File: config.mk
export PLATFORM = sky130hd
export DESIGN_NAME = differential_odometry_update
export DESIGN_NICKNAME = d
export VERILOG_FILES = /design/src/sv/dou_pkg.sv /design/src/sv/differential_odometry_update.sv /design/src/sv/dou_mul.sv /design/src/sv/dou_cordic.sv /design/src/sv/dou_hwrap.sv
export SDC_FILE = /design/constraint.sdc
export NUM_CORES = 2
export LEC_CHECK = 0
export BUFFER_PORTS_ARGS = -buffer_cell sky130_fd_sc_hd__buf_2
export CAP_MARGIN = 20
export CELL_PAD_IN_SITES_DETAIL_PLACEMENT = 0
export CELL_PAD_IN_SITES_GLOBAL_PLACEMENT = 2
export CORE_UTILIZATION = 45
export DETAILED_ROUTE_END_ITERATION = 12
export PLACE_DENSITY_LB_ADDON = 0.1
export REMOVE_ABC_BUFFERS = 1
export SLEW_MARGIN = 20
export SYNTH_ARGS = -nofsm -noshare
export SYNTH_HDL_FRONTEND = slang
export SYNTH_SLANG_ARGS = --single-unit
File: constraint.sdc
create_clock -name clk -period 18.05 [get_ports clk]
set_input_delay 1.805 -clock clk [delete_from_list [all_inputs] [get_ports clk]]
set_output_delay 1.805 -clock clk [all_outputs]
set_load 0.005 [all_outputs]
File: src/sv/dou_pkg.sv
`timescale 1ns / 1ps
// Shared types, widths and constants for the differential odometry block.
// No dependencies; every other file imports this package.
package dou_pkg;

    // field widths
    localparam int TICK_W      = 16;
    localparam int HEAD_IN_W   = 16;
    localparam int SCALE_W     = 24;
    localparam int POS_W       = 32;
    localparam int OHEAD_W     = 27;
    localparam int DIST_W      = 32;
    localparam int IN_TDATA_W  = 48;
    localparam int OUT_TDATA_W = 128;
    localparam int CFG_IDX_W   = 2;

    // register indexes
    localparam logic [CFG_IDX_W-1:0] REG_LINEAR_SCALE  = 2'd0;
    localparam logic [CFG_IDX_W-1:0] REG_ANGULAR_SCALE = 2'd1;

    localparam logic [SCALE_W-1:0] LINEAR_SCALE_RESET  = 24'd54330;
    localparam logic [SCALE_W-1:0] ANGULAR_SCALE_RESET = 24'd65451;

    // angles, Q3.24 radians
    localparam int ANG_W = 28;
    localparam logic signed [ANG_W-1:0] PI_Q24      = 28'sd52707179;
    localparam logic signed [ANG_W-1:0] TWO_PI_Q24  = 28'sd105414358;
    localparam logic signed [ANG_W-1:0] HALF_PI_Q24 = 28'sd26353589;
    localparam int TWO_PI_W = 27;

    // centidegrees to radians, Q40
    localparam logic [31:0] DEG_TO_RAD_Q40 = 32'd191900981;
    localparam int CONV_W    = 44;
    localparam int CONV_FRAC = 16;

    // shared multiplier
    localparam int MUL_W  = 32;
    localparam int PROD_W = 2 * MUL_W;

    // CORDIC
    localparam int CORDIC_STEPS_DEF = 16;
    localparam int ATAN_ENTRIES     = 24;
    localparam int ATAN_IDX_W       = $clog2(ATAN_ENTRIES);
    localparam int ATAN_W           = 24;
    localparam int XY_W             = 33;
    localparam logic signed [XY_W-1:0] CORDIC_INIT_Q30 = 33'sd652032874;

    // position step: magnitude of tick sum times scale, times |cos| or |sin|, >> 38
    localparam int PMAG_W   = TICK_W + 1 + SCALE_W;
    localparam int MLO_W    = 20;
    localparam int MHI_W    = PMAG_W - MLO_W;
    localparam int ACC_W    = 72;
    localparam int MUL_FRAC = 38;
    localparam int STEP_W   = ACC_W - MUL_FRAC;

    // heading wrap
    localparam int H_W        = PMAG_W + 1;
    localparam int WRAP_M_W   = PMAG_W;
    localparam int WRAP_STEPS = WRAP_M_W - TWO_PI_W + 1;
    localparam int WRAP_CNT_W = $clog2(WRAP_STEPS);

    typedef struct packed {
        logic                    start;
        logic signed [ANG_W-1:0] angle;
    } cordic_req_t;

    typedef struct packed {
        logic                   busy;
        logic signed [XY_W-1:0] cos_val;
        logic signed [XY_W-1:0] sin_val;
    } cordic_res_t;

    typedef struct packed {
        logic                  start;
        logic signed [H_W-1:0] value;
    } wrap_req_t;

    typedef struct packed {
        logic                    busy;
        logic signed [ANG_W-1:0] heading;
    } wrap_res_t;

    function automatic logic [ATAN_W-1:0] atan_q24(input logic [ATAN_IDX_W-1:0] idx);
        logic [ATAN_W-1:0] v;
        case (idx)
            5'd0:    v = 24'd13176795;
            5'd1:    v = 24'd7778716;
            5'd2:    v = 24'd4110060;
            5'd3:    v = 24'd2086331;
            5'd4:    v = 24'd1047214;
            5'd5:    v = 24'd524117;
            5'd6:    v = 24'd262123;
            5'd7:    v = 24'd131069;
            5'd8:    v = 24'd65536;
            5'd9:    v = 24'd32768;
            5'd10:   v = 24'd16384;
            5'd11:   v = 24'd8192;
            5'd12:   v = 24'd4096;
            5'd13:   v = 24'd2048;
            5'd14:   v = 24'd1024;
            5'd15:   v = 24'd512;
            5'd16:   v = 24'd256;
            5'd17:   v = 24'd128;
            5'd18:   v = 24'd64;
            5'd19:   v = 24'd32;
            5'd20:   v = 24'd16;
            5'd21:   v = 24'd8;
            5'd22:   v = 24'd4;
            5'd23:   v = 24'd2;
            default: v = '0;
        endcase
        return v;
    endfunction

endpackage

File: src/sv/differential_odometry_update.sv
`timescale 1ns / 1ps
// Differential-drive odometry update: top-level sequencer, state and handshakes.
// Depends on dou_pkg, dou_mul, dou_cordic and dou_hwrap.
//
//  port group  | dir | word contents (lowest bit first)
//  s_*         | in  | left_ticks, right_ticks, heading_centideg
//  m_*         | out | pos_x, pos_y, own_heading, distance_total, zero pad
//  cfg_*       | in  | index 0 linear_scale, index 1 angular_scale
//
// The time from acceptance of a word to its result is set by the 15-step heading
// wrap unit running beside the CORDIC; above 18 CORDIC_STEPS the CORDIC sets it.
// s_tready is high only between words. A finished result waits in the output
// register while the next word is taken.
// Reset clears position, heading and distance and loads the default scales.
module differential_odometry_update #(
    parameter int CORDIC_STEPS = dou_pkg::CORDIC_STEPS_DEF
) (
    input  logic                            clk,
    input  logic                            rst_n,
    input  logic                            s_tvalid,
    output logic                            s_tready,
    // left_ticks[15:0], right_ticks[31:16], heading_centideg[47:32]
    input  logic [dou_pkg::IN_TDATA_W-1:0]  s_tdata,
    output logic                            m_tvalid,
    input  logic                            m_tready,
    // pos_x[31:0], pos_y[63:32], own_heading[90:64], distance_total[122:91]
    output logic [dou_pkg::OUT_TDATA_W-1:0] m_tdata,
    input  logic                            cfg_we,
    input  logic [dou_pkg::CFG_IDX_W-1:0]   cfg_index,
    input  logic [dou_pkg::SCALE_W-1:0]     cfg_data
);
    import dou_pkg::*;

    localparam logic [3:0] ST_IDLE   = 4'd0;
    localparam logic [3:0] ST_CONV   = 4'd1;
    localparam logic [3:0] ST_ANG    = 4'd2;
    localparam logic [3:0] ST_FOLD   = 4'd3;
    localparam logic [3:0] ST_HSUM   = 4'd4;
    localparam logic [3:0] ST_HSTART = 4'd5;
    localparam logic [3:0] ST_HWAIT  = 4'd6;
    localparam logic [3:0] ST_MXH    = 4'd7;
    localparam logic [3:0] ST_MXL    = 4'd8;
    localparam logic [3:0] ST_MYH    = 4'd9;
    localparam logic [3:0] ST_MYL    = 4'd10;
    localparam logic [3:0] ST_ACCY   = 4'd11;
    localparam logic [3:0] ST_RND    = 4'd12;
    localparam logic [3:0] ST_UPD    = 4'd13;
    localparam logic [3:0] ST_DONE   = 4'd14;

    localparam logic [ACC_W-1:0] ROUND_HALF = ACC_W'(1) << (MUL_FRAC - 1);
    localparam int PAD_W = OUT_TDATA_W - 2 * POS_W - OHEAD_W - DIST_W;

    logic [3:0] state_reg, state_next;

    logic [SCALE_W-1:0]      lin_scale_reg, ang_scale_reg;
    logic [POS_W-1:0]        x_reg, y_reg;
    logic signed [ANG_W-1:0] heading_acc_reg;
    logic [DIST_W-1:0]       dist_reg;
    logic                    m_tvalid_reg;
    logic [OUT_TDATA_W-1:0]  m_tdata_reg;

    logic signed [TICK_W-1:0]    lt_reg, rt_reg;
    logic signed [HEAD_IN_W-1:0] cd_reg;
    logic signed [ANG_W-1:0]     ang_reg;
    logic                        fold_reg;
    logic [PMAG_W-1:0]           p_mag_reg;
    logic                        p_neg_reg;
    logic signed [H_W-1:0]       h_reg;
    logic [ACC_W-1:0]            acc_reg;
    logic [STEP_W-1:0]           dxm_reg, dym_reg;

    logic signed [TICK_W:0]   tick_sum, tick_diff;
    logic [TICK_W:0]          sum_mag, diff_mag;
    logic [HEAD_IN_W-1:0]     cd_mag;
    logic [CONV_W-1:0]        conv_rnd;
    logic signed [ANG_W-1:0]  ang_mag, ang_signed, ang_wrapped, ang_folded;
    logic                     fold_now;
    logic signed [H_W-1:0]    h_term, h_sum;
    logic [ACC_W-1:0]         acc_rnd;
    logic                     cx_neg, cy_neg, dx_neg, dy_neg;
    logic [MUL_W-1:0]         cx_mag, cy_mag;
    logic [DIST_W+3:0]        dist_sum;
    logic [MUL_W-1:0]         mul_a, mul_b;
    logic [PROD_W-1:0]        mul_p;

    cordic_req_t creq;
    cordic_res_t cres;
    wrap_req_t   wreq;
    wrap_res_t   wres;

    dou_mul u_mul (
        .clk (clk),
        .a   (mul_a),
        .b   (mul_b),
        .p   (mul_p)
    );

    dou_cordic #(
        .STEPS (CORDIC_STEPS)
    ) u_cordic (
        .clk   (clk),
        .rst_n (rst_n),
        .req   (creq),
        .res   (cres)
    );

    dou_hwrap u_hwrap (
        .clk   (clk),
        .rst_n (rst_n),
        .req   (wreq),
        .res   (wres)
    );

    // tick sum, difference and magnitudes
    always_comb
    begin
        tick_sum  = {lt_reg[TICK_W-1], lt_reg} + {rt_reg[TICK_W-1], rt_reg};
        tick_diff = {rt_reg[TICK_W-1], rt_reg} - {lt_reg[TICK_W-1], lt_reg};
        sum_mag   = tick_sum[TICK_W] ? (TICK_W+1)'(-tick_sum) : tick_sum;
        diff_mag  = tick_diff[TICK_W] ? (TICK_W+1)'(-tick_diff) : tick_diff;
        cd_mag    = cd_reg[HEAD_IN_W-1] ? HEAD_IN_W'(-cd_reg) : cd_reg;
    end

    // heading conversion, wrap by 2*pi and fold by pi
    always_comb
    begin
        conv_rnd   = mul_p[CONV_W-1:0] + CONV_W'(32768);
        ang_mag    = signed'(conv_rnd[CONV_W-1:CONV_FRAC]);
        ang_signed = cd_reg[HEAD_IN_W-1] ? -ang_mag : ang_mag;
        if (ang_signed > PI_Q24)
            ang_wrapped = ang_signed - TWO_PI_Q24;
        else if (ang_signed < -PI_Q24)
            ang_wrapped = ang_signed + TWO_PI_Q24;
        else
            ang_wrapped = ang_signed;

        fold_now = 1'b0;
        if (ang_reg > HALF_PI_Q24)
        begin
            ang_folded = ang_reg - PI_Q24;
            fold_now   = 1'b1;
        end
        else if (ang_reg < -HALF_PI_Q24)
        begin
            ang_folded = ang_reg + PI_Q24;
            fold_now   = 1'b1;
        end
        else
        begin
            ang_folded = ang_reg;
        end
    end

    // heading increment and step magnitudes
    always_comb
    begin
        h_term = signed'({1'b0, mul_p[PMAG_W-1:0]});
        h_sum  = (tick_diff[TICK_W] ? -h_term : h_term)
               + {{(H_W-ANG_W){heading_acc_reg[ANG_W-1]}}, heading_acc_reg};

        cx_neg = fold_reg ? (cres.cos_val > 0) : (cres.cos_val < 0);
        cy_neg = fold_reg ? (cres.sin_val > 0) : (cres.sin_val < 0);
        cx_mag = cres.cos_val[XY_W-1] ? MUL_W'(-cres.cos_val) : cres.cos_val[MUL_W-1:0];
        cy_mag = cres.sin_val[XY_W-1] ? MUL_W'(-cres.sin_val) : cres.sin_val[MUL_W-1:0];
        dx_neg = p_neg_reg ^ cx_neg;
        dy_neg = p_neg_reg ^ cy_neg;

        acc_rnd  = acc_reg + ROUND_HALF;
        dist_sum = (DIST_W+4)'(dist_reg) + (DIST_W+4)'(dxm_reg) + (DIST_W+4)'(dym_reg);
    end

    // shared multiplier operand select
    always_comb
    begin
        mul_a = '0;
        mul_b = '0;
        case (state_reg)
            ST_CONV:
            begin
                mul_a = MUL_W'(cd_mag);
                mul_b = DEG_TO_RAD_Q40;
            end
            ST_ANG:
            begin
                mul_a = MUL_W'(sum_mag);
                mul_b = MUL_W'(lin_scale_reg);
            end
            ST_FOLD:
            begin
                mul_a = MUL_W'(diff_mag);
                mul_b = MUL_W'(ang_scale_reg);
            end
            ST_MXH:
            begin
                mul_a = MUL_W'(p_mag_reg[PMAG_W-1:MLO_W]);
                mul_b = cx_mag;
            end
            ST_MXL:
            begin
                mul_a = MUL_W'(p_mag_reg[MLO_W-1:0]);
                mul_b = cx_mag;
            end
            ST_MYH:
            begin
                mul_a = MUL_W'(p_mag_reg[PMAG_W-1:MLO_W]);
                mul_b = cy_mag;
            end
            ST_MYL:
            begin
                mul_a = MUL_W'(p_mag_reg[MLO_W-1:0]);
                mul_b = cy_mag;
            end
            default:
            begin
                mul_a = '0;
                mul_b = '0;
            end
        endcase
    end

    assign creq.start = (state_reg == ST_FOLD);
    assign creq.angle = ang_folded;
    assign wreq.start = (state_reg == ST_HSTART);
    assign wreq.value = h_reg;

    always_comb
    begin
        state_next = state_reg;
        unique case (state_reg)
            ST_IDLE:   if (s_tvalid) state_next = ST_CONV;
            ST_CONV:   state_next = ST_ANG;
            ST_ANG:    state_next = ST_FOLD;
            ST_FOLD:   state_next = ST_HSUM;
            ST_HSUM:   state_next = ST_HSTART;
            ST_HSTART: state_next = ST_HWAIT;
            ST_HWAIT:  if (!cres.busy && !wres.busy) state_next = ST_MXH;
            ST_MXH:    state_next = ST_MXL;
            ST_MXL:    state_next = ST_MYH;
            ST_MYH:    state_next = ST_MYL;
            ST_MYL:    state_next = ST_ACCY;
            ST_ACCY:   state_next = ST_RND;
            ST_RND:    state_next = ST_UPD;
            ST_UPD:    state_next = ST_DONE;
            ST_DONE:   if (!m_tvalid_reg || m_tready) state_next = ST_IDLE;
            default:   state_next = ST_IDLE;
        endcase
    end

    always_ff @(posedge clk or negedge rst_n)
    begin
        if (!rst_n)
        begin
            state_reg       <= ST_IDLE;
            lin_scale_reg   <= LINEAR_SCALE_RESET;
            ang_scale_reg   <= ANGULAR_SCALE_RESET;
            x_reg           <= '0;
            y_reg           <= '0;
            heading_acc_reg <= '0;
            dist_reg        <= '0;
            m_tvalid_reg    <= 1'b0;
        end
        else
        begin
            state_reg <= state_next;

            if (cfg_we)
            begin
                unique case (cfg_index)
                    REG_LINEAR_SCALE:  lin_scale_reg <= cfg_data;
                    REG_ANGULAR_SCALE: ang_scale_reg <= cfg_data;
                    default:           lin_scale_reg <= lin_scale_reg;
                endcase
            end

            if (state_reg == ST_UPD)
            begin
                x_reg           <= dx_neg ? x_reg - dxm_reg[POS_W-1:0]
                                          : x_reg + dxm_reg[POS_W-1:0];
                y_reg           <= dy_neg ? y_reg - dym_reg[POS_W-1:0]
                                          : y_reg + dym_reg[POS_W-1:0];
                heading_acc_reg <= wres.heading;
                dist_reg        <= (dist_sum[DIST_W+3:DIST_W] != '0) ? '1
                                                                    : dist_sum[DIST_W-1:0];
            end

            if (state_reg == ST_DONE && (!m_tvalid_reg || m_tready))
                m_tvalid_reg <= 1'b1;
            else if (m_tready)
                m_tvalid_reg <= 1'b0;
        end
    end

    always_ff @(posedge clk)
    begin
        case (state_reg)
            ST_IDLE:
            begin
                lt_reg <= s_tdata[TICK_W-1:0];
                rt_reg <= s_tdata[2*TICK_W-1:TICK_W];
                cd_reg <= s_tdata[2*TICK_W+HEAD_IN_W-1:2*TICK_W];
            end
            ST_ANG:
                ang_reg <= ang_wrapped;
            ST_FOLD:
            begin
                fold_reg  <= fold_now;
                p_mag_reg <= mul_p[PMAG_W-1:0];
                p_neg_reg <= tick_sum[TICK_W];
            end
            ST_HSUM:
                h_reg <= h_sum;
            ST_MXL:
                acc_reg <= ACC_W'(mul_p) << MLO_W;
            ST_MYH:
                acc_reg <= acc_reg + ACC_W'(mul_p);
            ST_MYL:
            begin
                dxm_reg <= acc_rnd[ACC_W-1:MUL_FRAC];
                acc_reg <= ACC_W'(mul_p) << MLO_W;
            end
            ST_ACCY:
                acc_reg <= acc_reg + ACC_W'(mul_p);
            ST_RND:
                dym_reg <= acc_rnd[ACC_W-1:MUL_FRAC];
            ST_DONE:
            begin
                if (!m_tvalid_reg || m_tready)
                    m_tdata_reg <= {{PAD_W{1'b0}}, dist_reg,
                                    heading_acc_reg[OHEAD_W-1:0], y_reg, x_reg};
            end
            default:
                acc_reg <= acc_reg;
        endcase
    end

    assign s_tready = (state_reg == ST_IDLE);
    assign m_tvalid = m_tvalid_reg;
    assign m_tdata  = m_tdata_reg;

    ap_accept_busy: assert property (@(posedge clk) disable iff (!rst_n)
        s_tvalid && s_tready |=> !s_tready)
        else $error("word accepted but block still ready");

    ap_units_done: assert property (@(posedge clk) disable iff (!rst_n)
        state_reg == ST_MXH |-> !cres.busy && !wres.busy)
        else $error("step multiply started before CORDIC or wrap finished");

    ap_heading_range: assert property (@(posedge clk) disable iff (!rst_n)
        heading_acc_reg <= PI_Q24 && heading_acc_reg > -PI_Q24)
        else $error("heading outside (-pi, pi]");

    ap_dist_monotone: assert property (@(posedge clk) disable iff (!rst_n)
        state_reg == ST_UPD |=> dist_reg >= $past(dist_reg))
        else $error("distance total decreased");

    ap_result_source: assert property (@(posedge clk) disable iff (!rst_n)
        $rose(m_tvalid) |-> $past(state_reg == ST_DONE))
        else $error("result shown outside the done step");

endmodule

File: src/sv/dou_mul.sv
`timescale 1ns / 1ps
// Shared unsigned multiplier with a registered product.
// Depends on dou_pkg.
module dou_mul (
    input  logic                       clk,
    input  logic [dou_pkg::MUL_W-1:0]  a,
    input  logic [dou_pkg::MUL_W-1:0]  b,
    output logic [dou_pkg::PROD_W-1:0] p
);
    import dou_pkg::*;

    logic [PROD_W-1:0] p_reg;

    always_ff @(posedge clk)
    begin
        p_reg <= PROD_W'(a) * PROD_W'(b);
    end

    assign p = p_reg;

endmodule

File: src/sv/dou_cordic.sv
`timescale 1ns / 1ps
// Iterative rotation-mode CORDIC, one micro-rotation per cycle.
// Depends on dou_pkg (arctangent table, widths, request/result types).
module dou_cordic #(
    parameter int STEPS = dou_pkg::CORDIC_STEPS_DEF
) (
    input  logic                 clk,
    input  logic                 rst_n,
    input  dou_pkg::cordic_req_t req,
    output dou_pkg::cordic_res_t res
);
    import dou_pkg::*;

    localparam int N_EFF = (STEPS > ATAN_ENTRIES) ? ATAN_ENTRIES : STEPS;
    localparam logic [ATAN_IDX_W-1:0] LAST = ATAN_IDX_W'(N_EFF - 1);

    logic                    busy_reg;
    logic [ATAN_IDX_W-1:0]   cnt_reg;
    logic signed [XY_W-1:0]  x_reg, y_reg, x_next, y_next;
    logic signed [ANG_W-1:0] z_reg, z_next;
    logic signed [XY_W-1:0]  xs, ys;
    logic signed [ANG_W-1:0] atan_val;

    always_comb
    begin
        xs       = x_reg >>> cnt_reg;
        ys       = y_reg >>> cnt_reg;
        atan_val = ANG_W'(signed'({1'b0, atan_q24(cnt_reg)}));
        if (!z_reg[ANG_W-1])
        begin
            x_next = x_reg - ys;
            y_next = y_reg + xs;
            z_next = z_reg - atan_val;
        end
        else
        begin
            x_next = x_reg + ys;
            y_next = y_reg - xs;
            z_next = z_reg + atan_val;
        end
    end

    always_ff @(posedge clk or negedge rst_n)
    begin
        if (!rst_n)
        begin
            busy_reg <= 1'b0;
            cnt_reg  <= '0;
        end
        else if (req.start)
        begin
            busy_reg <= 1'b1;
            cnt_reg  <= '0;
        end
        else if (busy_reg)
        begin
            if (cnt_reg == LAST)
                busy_reg <= 1'b0;
            else
                cnt_reg <= cnt_reg + 1'b1;
        end
    end

    always_ff @(posedge clk)
    begin
        if (req.start)
        begin
            x_reg <= CORDIC_INIT_Q30;
            y_reg <= '0;
            z_reg <= req.angle;
        end
        else if (busy_reg)
        begin
            x_reg <= x_next;
            y_reg <= y_next;
            z_reg <= z_next;
        end
    end

    assign res.busy    = busy_reg;
    assign res.cos_val = x_reg;
    assign res.sin_val = y_reg;

endmodule

File: src/sv/dou_hwrap.sv
`timescale 1ns / 1ps
// Heading wrap: reduces a wide signed angle modulo 2*pi into (-pi, pi]
// by restoring compare-subtract steps. Depends on dou_pkg.
module dou_hwrap (
    input  logic               clk,
    input  logic               rst_n,
    input  dou_pkg::wrap_req_t req,
    output dou_pkg::wrap_res_t res
);
    import dou_pkg::*;

    localparam logic [1:0] WR_IDLE = 2'd0;
    localparam logic [1:0] WR_RUN  = 2'd1;
    localparam logic [1:0] WR_FIN  = 2'd2;

    localparam logic [WRAP_CNT_W-1:0] WRAP_LAST = WRAP_CNT_W'(WRAP_STEPS - 1);
    localparam logic [WRAP_M_W-1:0]   DIV_INIT  =
        WRAP_M_W'(TWO_PI_Q24) << (WRAP_STEPS - 1);

    logic [1:0]              state_reg;
    logic [WRAP_CNT_W-1:0]   cnt_reg;
    logic                    neg_reg;
    logic [WRAP_M_W-1:0]     m_reg, d_reg;
    logic signed [ANG_W-1:0] heading_reg;
    logic signed [ANG_W-1:0] r_ext, v_pos, v_wrap;

    always_comb
    begin
        r_ext = signed'({1'b0, m_reg[TWO_PI_W-1:0]});
        if (neg_reg && (r_ext != '0))
            v_pos = TWO_PI_Q24 - r_ext;
        else
            v_pos = r_ext;
        if (v_pos > PI_Q24)
            v_wrap = v_pos - TWO_PI_Q24;
        else
            v_wrap = v_pos;
    end

    always_ff @(posedge clk or negedge rst_n)
    begin
        if (!rst_n)
        begin
            state_reg <= WR_IDLE;
            cnt_reg   <= '0;
        end
        else
        begin
            unique case (state_reg)
                WR_IDLE:
                begin
                    if (req.start)
                    begin
                        state_reg <= WR_RUN;
                        cnt_reg   <= '0;
                    end
                end
                WR_RUN:
                begin
                    if (cnt_reg == WRAP_LAST)
                        state_reg <= WR_FIN;
                    else
                        cnt_reg <= cnt_reg + 1'b1;
                end
                WR_FIN:
                    state_reg <= WR_IDLE;
                default:
                    state_reg <= WR_IDLE;
            endcase
        end
    end

    always_ff @(posedge clk)
    begin
        if (state_reg == WR_IDLE && req.start)
        begin
            neg_reg <= req.value[H_W-1];
            m_reg   <= req.value[H_W-1] ? WRAP_M_W'(-req.value) : WRAP_M_W'(req.value);
            d_reg   <= DIV_INIT;
        end
        else if (state_reg == WR_RUN)
        begin
            if (m_reg >= d_reg)
                m_reg <= m_reg - d_reg;
            d_reg <= d_reg >> 1;
        end
        else if (state_reg == WR_FIN)
        begin
            heading_reg <= v_wrap;
        end
    end

    assign res.busy    = (state_reg != WR_IDLE);
    assign res.heading = heading_reg;

endmodule

# Yosys cells after proc, flatten, opt, wreduce, memory -nomap -nowiden
# Memory sizes are Yosys's and may differ from the RTL's.
# Cells that the tools add are included.
# word_totals
register_bits,882
latch_bits,0
ram_bits,0
mem_bits_ro,768
output_inout_bits,130
mem_count,1
# mem_list
name,words,width,rd,rd_clocked_by_memory_dff,write_ports,line_no,source
(no name shown),32,24,1,0,0,dou_pkg.sv:85,case (idx)
# op_classes
add_sub_neg,35
mul,1
div,0
magnitude_cmp,10
n_eq_ne,26
n_shift,2
mux,49
bitwise,4
n_reduce_logical,34
# ops
op,count
2-to-1 mux 28 bit,10
2-to-1 mux 41 bit,4
2-to-1 mux 32 bit,5
one-hot mux 32 bit (5 select lines),1
one-hot mux 72 bit (2 select lines),1
one-hot mux 21 bit (5 select lines),1
"adder 72 x 38 -> 72 bit, second input constant",1
adder 72 x 64 -> 72 bit,1
adder 33 bit,2
"greater-than comparator 33 x 1 -> 1 bit, second input constant",2
"less-than comparator 33 x 1 -> 1 bit, second input constant",2
2-to-1 mux 33 bit,2
>>> shifter 33 x 5 -> 33 bit,2
subtractor 33 bit,2
adder 32 bit,2
negator 32 bit,2
subtractor 32 bit,2
one-hot mux 4 bit (15 select lines),1
"greater-than comparator 28 x 27 -> 1 bit, second input constant",2
"subtractor 28 bit, second input constant",2
multiplier 21 x 32 -> 53 bit,1
"adder 44 x 16 -> 44 bit, second input constant",1
adder 42 bit,1
2-to-1 mux 42 bit,1
52 further kinds,110

# Depth between registers and ports, before layout
# logic_depth
ltp_word,6
mapped_depth,46
depth_no_buf,44

# Cells and area by module
# From an unflattened synthesis, not the netlist that was laid out.
# unflattened
hier_cells,10922
area_unflattened_um2,100083.5
# by_module_without_submodules
module,n_inst,cells_each,area_each_um2,seq_area_each_um2
differential_odometry_update,1,4212,41542.3,17187.7
dou_mul,1,3748,34551.9,1281.2
dou_cordic,1,1829,14642.8,2312.2
dou_hwrap,1,1133,9346.5,3072.9

# Worst setup path after synthesis
# Ideal clock, no wire load.
# synth_timing
kind,in2reg
startpoint,input port m_tready
endpoint,"register m_tdata_reg[0], in the netlist m_tdata[0], enable pin"
arrival_time_ns,10.142
required_ns,17.295
setup_slack_ns,7.153
stages,2
n_path_buf,0
path_cell_list,nor2b_1 > nor3_1
# synth_via
elab_chain_len,2
# synth_rtl
element,line_no,source
from (decl),differential_odometry_update.sv:25,"input logic m_tready,"
logical OR 1 bit,differential_odometry_update.sv:327,if (!m_tvalid_reg || m_tready)
AND reduction 2 bit (no source line),-,
to (signal assigned),differential_odometry_update.sv:328,"m_tdata_reg <= {{PAD_W{1'b0}}, dist_reg,"
to (decl),differential_odometry_update.sv:60,logic [OUT_TDATA_W-1:0] m_tdata_reg;
# No other way between the ends.
# A chain may end at the register's enable or synchronous reset.

# Final worst setup path
# layout_timing
startpoint,register lt_reg[0]
endpoint,"register u_mul.p_reg[51], in the netlist u_mul.p[51]"
# layout_via
elab_chain_len,5
elab_cells_between_ends,8
cone_classes,add/sub (4); mul (1); mux (3)
# layout_rtl
element,line_no,source
from (decl),differential_odometry_update.sv:62,"logic signed [TICK_W-1:0] lt_reg, rt_reg;"
from (signal assigned),differential_odometry_update.sv:298,lt_reg <= s_tdata[TICK_W-1:0];
subtractor 16 x 16 -> 17 bit or adder 16 x 16 -> 17 bit (tied branches),"differential_odometry_update.sv:118, differential_odometry_update.sv:117",
"negator 17 bit, on equally long branches","differential_odometry_update.sv:120, differential_odometry_update.sv:119",
"2-to-1 mux 17 bit, on equally long branches","differential_odometry_update.sv:120, differential_odometry_update.sv:119",
one-hot mux 21 bit (5 select lines) (*),differential_odometry_update.sv:177,case (state_reg)
multiplier 21 x 32 -> 53 bit (*),dou_mul.sv:16,p_reg <= PROD_W'(a) * PROD_W'(b);
to (signal assigned),dou_mul.sv:16,
to (decl),dou_mul.sv:12,logic [PROD_W-1:0] p_reg;
# Every way passes the cells marked *; elsewhere a longest branch is shown, timed or not.

==> flow_summary.toml <==
[worst_setup_path]
crit_fanout = 18
start_kind = "flip-flop"
worstPathRequired_ns = 18.73
path_class = "reg -> reg"
cp.arrival_ns = 12.41
cp_slowest_stage_delay_ns = 0.70
worst_setup_path_end_kind = "flip-flop"
crit_path_top_delay_cell = "o22a_1"

[clock_network]
cts.hold.buffers_added = 0
numCtsBuffers = 107
cts-resized-gates = 0
htreeDepth = 3
insertion_delay_ns = 0.80
cts_tree = "yes"
path_clk_slew_ns = 0.06
post_cts_buffers = 0
cts-root-buf = "clkbuf_16"
cts_max_path_buffers = 3
cts.sinks = 871

[floorplan]
dieArea_mm2 = 0.192
die_w_um = 438
start_util = 0.455
core_region_area_mm2 = 0.188
placement_rows = 159
dieHeight_um = 438
num_io_pins = 209

[yosys]
synth_cells = 9392
synth_top_cell_area_share = 0.183
ys.flop_type = "edfxtp_1"
synthArstFlopShare = 0.217
ys_top_cells_by_area = "edfxtp_1 18%, fa_1 14%, ha_1 8.1%"
synth_area_leader_cell = "edfxtp_1"
syn_avg_cell_area_um2 = 9.12
syn_area_mm2 = 0.0857
synth-seq-area-share = 0.276
synth_cell_types = 127
ys_warn_count = 0
synth_edf_count = 522
synth_seq_cells = 871

[cells_and_area]
fillers = 17900
diodes = 0
syn2layout_area_growth_pct = 8.80
nets = 10700
largest_register_ffs = 123
layout.cells.most_common = "nand2_1"
most-common-layout-cells = "1,188 x nand2_1, 858 x inv_1, 727 x nor2_1"
drive_gt1_frac = 0.0923

[sta]
period_needed_ns = 11.72
final.setup.tns_ns = 0
rsz0062_at_grt = "false"
setup_viol = 0
tightest_slew_ns = 1.04
clock.fmax_mhz = 85.3
finalHoldViolCount = 0
worst_slack_ns = 6.33
slew_viol_final = 0
clock_skew_ns = 0.0736
finalCritPeriodShare = 0.650
slew_headroom = 0.300

[routing]
vias = 68700
drc = 0
drt_iter0_markers = 5182
detail-route-antenna-nets = 0
finalWirelength_um = 264000
via_per_inst = 5.72
drtPass1Iterations = 5
wl_per_cell_um = 22.0

[grt]
grt_max_degree = 122
grt-ovfl-total = 0
antenna_found_initial = 6
grt_usage = 0.274
grt_pass1_wl_um = 410000
grt_pass1_vias = 68400

[hold_path]
min_path_type = "reg -> reg"

[placed_design]
dpl_worst_slack_ns = 6.34
io_buffers = 203
routabilityCongestion = 0.901
dp.final_hpwl_um = 200000

[outcome]
outcome = "completed"

[flow_run]
maxCapViolCount = 0
-- worst max-delay path, delay by kind of cell (launching register included) --
| family | cells | cell delay [ns] |
|---|---|---|
| AO/OA/AOI/OAI | 16 | 4.42 |
| adder cells (fa/ha/maj) | 10 | 4.31 |
| AND/OR/NAND/NOR | 7 | 2.06 |
| buffers and inverters | 5 | 0.41 |
| flip-flops | 1 | 0.39 |
-- per-layer routing --
metal	vias up	GRT usage	wire (µm)
li1	32500	-	-
met1	34000	0.405	127000
met2	1844	0.422	117000
met3	311	0.0344	14600
met4	2	0.0686	6140
met5	-	0	13
-- cells in the mapped netlist (33+ instances only) --
cell,n
o31ai_1,93
o41ai_1,37
dfrtp_1,168
buf_1,55
o21bai_1,54
nand2_1,1190
xnor2_1,526
o21ai_0,440
mux2i_1,60
mux2_2,67
nor2_1,731
edfxtp_1,522
o211ai_1,57
a31oi_1,91
ha_1,553
clkbuf_1,336
a21oi_1,562
fa_1,610
and3_1,72
o22ai_1,33
nor2b_1,72
mux4_2,90
or3_1,68
a211oi_1,57
inv_1,860
xor2_1,356
o21a_1,72
nand2b_1,128
and2_1,93
nand3_1,128
nand4_1,61
nor3_1,166
dfxtp_1,160
a21o_1,182
nor4_1,47
-- metrics by stage --
step                utilization  instance area, µm²  cells  hold WS (ns)
detailed placement        0.475               89400  11800         0.422
finish                    0.495               93200  12000         0.428
global route              0.495               93200  12000         0.460
floorplan                     -               83900   8957         0.415
global placement          0.474               89400  11800         0.417
CTS                       0.495               93200  12000         0.434
-- cell families (layout without fill, tap and decap cells) --
kind of cell	after synthesis	in the layout	share of synthesized area
compound gates	2026	2026	0.154
fa+ha+maj	1163	1163	0.223
mux	218	218	0.0396
simple gates	2918	2918	0.157
buf+inv	1306	1416	0.0588
xor+xnor	889	889	0.0916
other cells	1	5	0.0000438
flops	871	871	0.276
-- final cells by class --
class | count | area [µm²] | share of cell area
inverters | 867 | 3260 | 0.0350
clock buffers | 143 | 3010 | 0.0323
clock inverters | 60 | 756 | 0.00811
flip-flops and latches | 871 | 23600 | 0.254
multi-input cells | 7219 | 57300 | 0.615
repair buffers | 346 | 2140 | 0.0229
well taps | 2495 | 3120 | 0.0335
-- final timing paths --
path                                               from             endpoint  slack, ns  cells after the start
worst min-delay path            u_hwrap.heading_reg[23]  heading_acc_reg[23]       0.43                      2
max in group asynchronous                         rst_n   heading_acc_reg[3]      14.94                      3
worst max-delay path                          lt_reg[0]          u_mul.p[51]       6.33                     38
worst min register to register  u_hwrap.heading_reg[23]  heading_acc_reg[23]       0.43                      2
min in group asynchronous                         rst_n             y_reg[8]       0.96                      1
worst max register to register                lt_reg[0]          u_mul.p[51]       6.33                     38
Power is left out: the tool's default activity adds up to more than one toggle a clock period on the data nets, which glitch-free logic cannot reach.
